$ cat config.mk
export PLATFORM = sky130hd
export DESIGN_NAME = smad_ram
export DESIGN_NICKNAME = d
export VERILOG_FILES = /design/src/rtl/smad_ram.sv
export SDC_FILE = /design/constraint.sdc
export NUM_CORES = 2
export LEC_CHECK = 0
export BUFFER_PORTS_ARGS = -buffer_cell sky130_fd_sc_hd__buf_4
export CORE_MARGIN = 2
export CORE_UTILIZATION = 60
export CTS_CLUSTER_SIZE = 10
export DETAILED_ROUTE_END_ITERATION = 8
export HOLD_SLACK_MARGIN = 0.1
export PLACE_DENSITY = 0.84
export SKIP_LAST_GASP = 1
export SLEW_MARGIN = 20
export SYNTH_ARGS = -nofsm -noshare
export SYNTH_HDL_FRONTEND = slang
export SYNTH_SLANG_ARGS = --single-unit
$ cat constraint.sdc
create_clock -name clk_i -period 4.6 [get_ports clk_i]
set_input_delay 0.46 -clock clk_i [delete_from_list [all_inputs] [get_ports clk_i]]
set_output_delay 0.46 -clock clk_i [all_outputs]
set_load 0.005 [all_outputs]
$ cat src/rtl/smad_ram.sv
`timescale 1ns / 1ps
// ----------------------------------------------------------------------------
// smad_ram: generic simple dual-port RAM
// One write port and one read port with registered read data.
// ----------------------------------------------------------------------------
module smad_ram #(
  parameter int unsigned Width = 32,
  parameter int unsigned Depth = 64,
  localparam int unsigned AddrW = (Depth > 1) ? $clog2(Depth) : 1
) (
  input  logic             clk_i,
  input  logic             we_i,
  input  logic [AddrW-1:0] waddr_i,
  input  logic [Width-1:0] wdata_i,
  input  logic             re_i,
  input  logic [AddrW-1:0] raddr_i,
  output logic [Width-1:0] rdata_o
);

  logic [Width-1:0] mem [Depth];
  logic [Width-1:0] rdata_q;

  // Write port.
  always_ff @(posedge clk_i) begin
    if (we_i) begin
      mem[waddr_i] <= wdata_i;
    end
  end

  // Registered read port; data holds while no read is issued.
  always_ff @(posedge clk_i) begin
    if (re_i) begin
      rdata_q <= mem[raddr_i];
    end
  end

  assign rdata_o = rdata_q;

endmodule

==> impl_metrics.tcl <==
set metrics [dict create \
    maxSlewHeadroom_pct 18.5 \
    critPathKind "in -> reg" \
    finClkSkew_ns 0.0380 \
    hold_viol_final 0 \
    ctsLongestPathBuffers 3 \
    syn-instance-count 3324 \
    regToRegSetupSlack_ns 1.66 \
    crit_arrival_ns 3.64 \
    firstDrtPassIters 6 \
    synth.top_cell.area_share_pct 79.2 \
    io_buffers 78 \
    yosys_warnings 0 \
    fp.dieH_um 366 \
    cp_cell_sequence "buf_8, buf_12, buf_4, mux4_2, mux4_2, o22ai_1, nor2_1" \
    rsz0062_at_grt "no" \
    fp.coreArea_um2 131000 \
    peakVddDrop_mv 0.441 \
    power.switching_mw 8.49 \
    wl_um 230000 \
    mostFrequentLayoutCell "edfxtp_1" \
    hold_path_class "in -> reg" \
    period_share_pct 67.6 \
    setup_viol 0 \
    drc 0 \
    powerDensity_nw_per_um2 440 \
    first_iter_violations 7936 \
    clock_latency_ns 0.86 \
    clock_sinks 2080 \
    r2r-end "rdata_o[22]" \
    yosysTopAreaCell "edfxtp_1" \
    rows 133 \
    io_pins 79 \
    cp_num_cells 7 \
    critPathTopFamily "buffers and inverters" \
    drtAntennaViolNets 0 \
    gr-usage-all-layers_pct 34.7 \
    cts_hold_buf 1 \
    cpMostUsedCell "mux4_2" \
    antenna_found_initial 3 \
    sw_frac_of_total_pct 21.8 \
    critPathRequiredTime_ns 5.13 \
    p_int_mw 30.5 \
    final_util_pct 67.7 \
    synth_area_um2 78800 \
    grt_max_degree 93 \
    status "completed" \
    cts_resized 0 \
    finalWorstPathRequiredPeriod_ns 3.11 \
    end_kind "register" \
    fin_tns_setup_ns 0 \
    critical-path-slowest-cell "o22ai_1" \
    routed_via_density 7.54 \
    multi_input_area_um2 16000 \
    cts_tree "yes" \
    grt_pass1_wl_um 321000 \
    maxSlewViolCount 0 \
    grt-ovfl-total 0 \
    p_leak_nw 27.6 \
    seq_power_share_pct 54.2 \
    whs_path_depth 1 \
    setup_ws_ns 1.49 \
    power.clock.fraction_pct 40.6 \
    synth_area_per_cell_um2 23.7 \
    fillers 7246 \
    ys_seq_area_share_pct 79.2 \
    slowest_delay_ns 0.92 \
    cts_setup_buffers 0 \
    layout-drive-gt1-share_pct 30.2 \
    die_area_um2 134000 \
    p_total_mw 39.0 \
    post_drt_wl_per_cell_um 42.7 \
    final_cell_mix "edfxtp_1 (2080), mux4_2 (544), clkbuf_16 (228), buf_4 (218), mux2i_1 (93)" \
    pre_cts_slack_ns 0.765 \
    critPathBufInv 3 \
    r2r-start "mem[7][22]" \
    grt_pass1_vias 41800 \
    ys_ff_latch 2080 \
    maxCapViolCount 0 \
    initial_core_util_pct 60.2 \
    area_growth_pct 12.4 \
    nNetsFinal 3657 \
    max_freq_mhz 322 \
    pwr-share-comb_pct 5.2 \
    register_area_um2 62500 \
    htree_levels 4 \
    clockRootBuffer "clkbuf_16" \
    reg2reg_depth 4 \
    hp-start "wdata_i[26]" \
    gp_congestion 0.819 \
    hold_end "mem[45][26]" \
    syn_nets 3371 \
    synthDistinctLibCells 33 \
    path_max_fanout 63 \
    worst_setup_path_start_kind "input port" \
    cts_made_buffers 226 \
    vias 40600 \
    dieWidth_um 366 \
    path_clk_slew_ns 0.06 \
    worst_slew_pin_slew_ns 1.22 \
    hpwl_um 117000 \
    synthTopCellsByArea "edfxtp_1 (79%), mux4_2 (16%), mux2i_1 (1.2%)" \
]
[worst reg2reg max path: cells and delay by family, from the launching register on]
family          cells  cell delay [ns]
compound gates      1             0.92
flops               1             0.43
mux                 2             1.05
simple gates        1             0.21
[registers in the layout (all words and copies together) (netlist names)]
signal and cells:
mem 2048, rdata_o 32
[synthesized netlist by cell type]
cell      instances
buf_1            21
o22ai_1          84
a31oi_1           1
clkbuf_1         74
nand2_1          26
and3_1            4
nand2b_1          8
nand4_1           2
buf_2            57
nor3_1            7
o221ai_1         27
or3b_2            3
edfxtp_1       2080
mux4_2          544
or3_1             3
nand4b_1          1
or3b_1            2
a41o_1            4
nor2b_1          15
or2_2             1
a311oi_1          8
a22oi_1          12
and2_1            2
buf_6             5
mux2i_1          93
nand3b_1          5
nor2_1          137
o32ai_1           4
nand3_1           5
buf_4            25
or2_0             1
a21oi_1          62
or2_1             1
[power by group through the flow]
stage	registers [mW]	logic (mW)	clock network (mW)
floorplan	21.5	1.02	0
global placement	21.5	1.84	0
detailed placement	21.5	1.92	0
CTS	21.1	1.98	15.8
global route	21.1	2.08	16.4
finish	21.1	2.03	15.8
[worst max-delay path by stage]
stage                     startpoint           to  slack, ns
final                     raddr_i[1]  rdata_o[22]       1.49
after global routing      raddr_i[0]  rdata_o[21]       1.46
after CTS                 raddr_i[1]  rdata_o[22]       1.63
after detailed placement  raddr_i[0]   rdata_o[2]       0.76
after global placement    raddr_i[0]   rdata_o[2]       0.80
after floorplan           waddr_i[3]   mem[48][0]       0.98
[cell type report]
class	count	area share [%]
Clock buffer	231	6.45
Antenna cell	1	0.00282
Tap cell	1755	2.48
Sequential cell	2080	70.5
Multi-Input combinational cell	1062	18.0
Clock inverter	15	0.275
Timing Repair Buffer	240	2.31
[through the flow]
step	hold WS (ns)	cells	instance area, um^2
floorplan	0.559	3324	78800
global placement	0.852	5136	82700
detailed placement	0.862	5136	82700
CTS	0.134	5383	88600
global route	0.177	5383	88600
finish	0.172	5384	88600
[cells by family after synthesis]
kind of cell / Yosys count / share of synthesized area (%)
muxes: 637 / 16.7
AOI/OAI and AO/OA: 202 / 1.67
and+or+nand+nor: 223 / 1.26
buffers and inverters: 182 / 1.12
DFF: 2080 / 79.2
[layer usage]
layer | part of all wire [%] | global-route usage, %
met1 | 30 | 44.1
met2 | 48 | 55.3
met3 | 15 | 8.86
met4 | 6.8 | 19.6
met5 | 0.011 | 0
Note: power is estimated with default switching activity, not from simulation.
