`src/rtl/smad_pkg.sv`:
```
`timescale 1ns / 1ps
// ----------------------------------------------------------------------------
// smad_pkg: shared definitions for the sliding median absolute deviation block
// Widths, window sizing and the control struct of the deviation accumulator.
// ----------------------------------------------------------------------------
package smad_pkg;

  // Window sizing.
  localparam int unsigned WindowMax = 64;
  localparam int unsigned IdxW      = (WindowMax > 1) ? $clog2(WindowMax) : 1;
  localparam int unsigned CntW      = $clog2(WindowMax + 1);

  // Field widths.
  localparam int unsigned SampleW = 32;
  localparam int unsigned CostW   = 38;
  localparam int unsigned WlenW   = 7;

  // Reset value of the window length register.
  localparam logic [WlenW-1:0] WlenReset = 7'd64;

  // Control of the deviation accumulator.
  typedef struct packed {
    logic clr;
    logic en;
  } acc_ctl_t;

endpackage

```
`src/rtl/smad_dev_acc.sv`:
```
`timescale 1ns / 1ps
// ----------------------------------------------------------------------------
// smad_dev_acc: absolute deviation accumulator
// Adds |sample - median| to a running sum, one sorted entry per cycle while enabled.
// ----------------------------------------------------------------------------
module smad_dev_acc (
  input  logic                                clk_i,
  input  smad_pkg::acc_ctl_t                  ctl_i,
  input  logic signed [smad_pkg::SampleW-1:0] sample_i,
  input  logic signed [smad_pkg::SampleW-1:0] median_i,
  output logic        [smad_pkg::CostW-1:0]   sum_o
);

  logic signed [smad_pkg::SampleW:0]   diff;
  logic signed [smad_pkg::SampleW:0]   neg;
  logic        [smad_pkg::SampleW-1:0] mag;
  logic        [smad_pkg::CostW-1:0]   sum_q;
  logic        [smad_pkg::CostW-1:0]   sum_d;

  // The difference of two 32-bit values needs 33 bits; its magnitude fits in 32.
  always_comb begin
    diff = {sample_i[smad_pkg::SampleW-1], sample_i} - {median_i[smad_pkg::SampleW-1], median_i};
    neg  = -diff;
    mag  = diff[smad_pkg::SampleW] ? neg[smad_pkg::SampleW-1:0] : diff[smad_pkg::SampleW-1:0];
    sum_d = sum_q + smad_pkg::CostW'(mag);
  end

  // Running sum.
  always_ff @(posedge clk_i) begin
    if (ctl_i.clr) begin
      sum_q <= '0;
    end else if (ctl_i.en) begin
      sum_q <= sum_d;
    end
  end

  assign sum_o = sum_q;

endmodule

```
`config.mk`:
```
export PLATFORM = sky130hd
export DESIGN_NAME = smad_dev_acc
export DESIGN_NICKNAME = d
export VERILOG_FILES = /design/src/rtl/smad_pkg.sv /design/src/rtl/smad_dev_acc.sv
export SDC_FILE = /design/constraint.sdc
export NUM_CORES = 1
export LEC_CHECK = 0
export ABC_AREA = 1
export ABC_CLOCK_PERIOD_IN_PS = 9100
export BUFFER_PORTS_ARGS = -buffer_cell sky130_fd_sc_hd__buf_2
export CORE_MARGIN = 4
export CORE_UTILIZATION = 45
export DETAILED_ROUTE_END_ITERATION = 7
export PLACE_DENSITY = 0.7
export SYNTH_ARGS = -nofsm -noshare
export SYNTH_HDL_FRONTEND = slang
export SYNTH_SLANG_ARGS = --single-unit
```
`constraint.sdc`:
```
create_clock -name clk_i -period 9.1 [get_ports clk_i]
set_clock_uncertainty 0.05 [all_clocks]
set_input_delay 0.91 -clock clk_i [delete_from_list [all_inputs] [get_ports clk_i]]
set_output_delay 0.91 -clock clk_i [all_outputs]
set_load 0.005 [all_outputs]
```
==> flow_metrics.py <==
metrics = {
    "status": {
        "status": "complete, no violations",
    },
    "logic_synthesis": {
        "yosysMostFrequentCell": "nand2_1",
        "netlist_area_um2": 6910,
        "yosys.area.top_type": "nand2_1",
        "syn_avg_cell_area_um2": 5.39,
        "ys_seq_elements": 38,
        "synth_nets": 1419,
        "synth-seq-area-share_pct": 11.0,
        "muxShareOfSynthArea_pct": 0,
        "netlist.area_leader.share_pct": 21.1,
        "syn_inst": 1283,
        "synth_compound_area_share_pct": 11.9,
        "synth_flop_cell": "dfxtp_1",
        "async_flop_share_pct": 0,
        "synth_top_family_by_area": "simple AND/OR/NAND/NOR gates",
        "synthXorXnorAreaFrac_pct": 7.57,
        "synthTopCellsByArea": "nand2_1, inv_1, ha_1",
        "yosys-top-cells-count": "nand2_1, inv_1, nor2_1",
        "synth_edf_count": 0,
        "synthSimpleGateAreaFrac_pct": 41.2,
        "synth_fa_ha_area_share_pct": 12.7,
        "ys_warn_count": 0,
        "synth.distinct_cells": 42,
    },
    "clock_network": {
        "htree_levels": 2,
        "cts_tree": "yes",
        "path_clk_slew_ps": 60,
        "cts-buffers-inserted": 5,
        "cts_sinks": 38,
        "postCtsHoldBufs": 0,
        "cts-resized-gates": 0,
        "clkLatencyLatePin_ps": 290,
        "cts-root-buf": "clkbuf_16",
        "post_cts_buffers": 0,
        "cts_buffer_depth": 2,
    },
    "min_path": {
        "hold_class": "reg -> reg",
    },
    "final_layout": {
        "synthToLayoutAreaGrowth_pct": 12.4,
        "regArea_um2": 761,
        "nNetsFinal": 1516,
        "largest_register_ff_count": 38,
        "nFillCells": 1688,
        "drive_above_1_share_pct": 10.4,
        "utilization_pct": 51.3,
        "num_antenna_cells": 0,
        "multi_input_area_um2": 5070,
    },
    "placed_design": {
        "hpwl_um": 16100,
        "port_buffers": 104,
        "gp_congestion": 0.930,
    },
    "floorplanning": {
        "start_util_pct": 45.6,
        "core_area_um2": 15100,
        "dieWidth_um": 132,
        "ios": 105,
        "rows": 45,
        "dieArea_um2": 17400,
        "die_h_um": 132,
    },
    "critical_path": {
        "cpMostUsedCell": "nand2_1",
        "path_delay_family": "simple AND/OR/NAND/NOR gates",
        "end_kind": "flip-flop",
        "path_buf_inv": 6,
        "cp_max_fo": 23,
        "cp_slowest_stage_delay_ps": 400,
        "worstSetupPathType": "in -> reg",
        "slowest_stage": "fa_1",
        "r2r_slack_ps": 6540,
        "crit_path_start_kind": "primary input",
        "arrival_ps": 5420,
        "worst_ep_required_time_ps": 9230,
    },
    "pwr": {
        "combPwrFrac_pct": 70.2,
        "power.share.clock_pct": 13.3,
        "seqPwrFrac_pct": 16.5,
        "p_leak_nw": 4.73,
        "peakVddDrop_mv": 0.0968,
        "power.internal_uw": 727,
        "p_sw_share_pct": 52.0,
        "powerDensity_nw_per_um2": 195,
        "power.net_switching_uw": 788,
    },
    "routing": {
        "final_antenna_net_count": 0,
        "dr.pass1.iters": 8,
        "post-route-drc-count": 0,
        "wirelength_um": 18800,
        "initialDrtViolationCount": 354,
        "routedWlPerCell_um": 12.0,
        "avgViaCountPerCell": 4.85,
        "vias": 7606,
    },
    "sta": {
        "rsz0062_at_grt": "false",
        "slew_headroom_pct": 41.8,
        "drv_slew": 0,
        "hold_viol": 0,
        "setup_tns_ps": 0,
        "worst_slew_pin_slew_ps": 867,
        "period_needed_ps": 5290,
        "fin_crit_sh_pct": 58.1,
        "finalSetupViolCount": 0,
        "fmax_ghz": 0.189,
    },
    "global_route": {
        "grt_pass1_vias": 6962,
        "grt_pass1_wl_um": 31500,
        "track_usage_pct": 21.3,
        "grt_max_degree": 46,
        "antenna_found_initial": 0,
        "grt.overflow.total": 0,
    },
    "flow_run": {
        "cap_violations": 0,
    },
}
[tightest hold or removal path, stage by stage (launching register included)]
cell	delay (ps)
dfxtp_1	310
inv_1	80
a21oi_1	60
[stage by stage]
step           power (mW)  hold WS (ps)  setup slack, ps  instance area (um^2)  instances
6_report             1.51           446             3810                  7770       1569
5_1_grt              1.68           497             3120                  7770       1569
4_1_cts              1.51           454             3800                  7770       1569
3_5_place_dp         1.30           444             3510                  7600       1561
3_3_place_gp         1.31           430             3570                  7600       1561
2_1_floorplan        1.03           426             4440                  6910       1283
[final timing paths]
path / from / cells after the start / end
setup / recovery: sample_i[0] / 31 / sum_o[33]$_SDFFE_PP0P_
hold / removal: sum_o[36]$_SDFFE_PP0P_ / 2 / sum_o[36]$_SDFFE_PP0P_
setup reg to reg: sum_o[2]$_SDFFE_PP0P_ / 12 / sum_o[23]$_SDFFE_PP0P_
hold reg to reg: sum_o[36]$_SDFFE_PP0P_ / 2 / sum_o[36]$_SDFFE_PP0P_
[kinds of logic after synthesis]
kind of cell,Yosys count
buffers and inverters,285
AND/OR/NAND/NOR,684
AO/OA/AOI/OAI,149
XOR/XNOR,58
adder cells (fa/ha/maj),69
flip-flops,38
[layer usage]
| metal | global-route usage [%] | vias up | routed length, um |
|---|---|---|---|
| met2 | 36.9 | 155 | 8560 |
| met4 | 6.18 | 0 | 429 |
| met3 | 1.56 | 24 | 632 |
| li1 | - | 4142 | - |
| met5 | 0 | - | 0 |
| met1 | 28.3 | 3285 | 9160 |
[power by group through the flow]
stage          Sequential [mW]  Clock (mW)  Combinational (mW)
2_1_floorplan            0.244           0               0.789
3_3_place_gp             0.253           0                1.06
3_5_place_dp             0.253           0                1.05
4_1_cts                  0.250       0.207                1.06
5_1_grt                  0.256       0.210                1.21
6_report                 0.250       0.202                1.06
[layout by cell type (no fill, tap or decap), drive strengths merged, types with 4 or more instances in the layout]
master  instances
xor2           35
nor3            9
dfxtp          38
nor2          178
a21oi          61
clkbuf          5
ha             67
nand4          13
a31oi           7
a21boi          4
nand3          68
buf           104
o21ai          58
xnor2          23
o21bai          6
and2            8
nand3b          8
nand2         396
inv           268
clkinv          5
[cell type report]
cell class | instances | area share, %
Multi-Input combinational cell | 960 | 65.2
Sequential cell | 38 | 9.80
Clock buffer | 5 | 1.61
Inverter | 271 | 13.1
Tap cell | 188 | 3.03
Timing Repair Buffer | 104 | 6.70
Clock inverter | 3 | 0.516
Note: power is estimated with default switching activity, not from simulation.
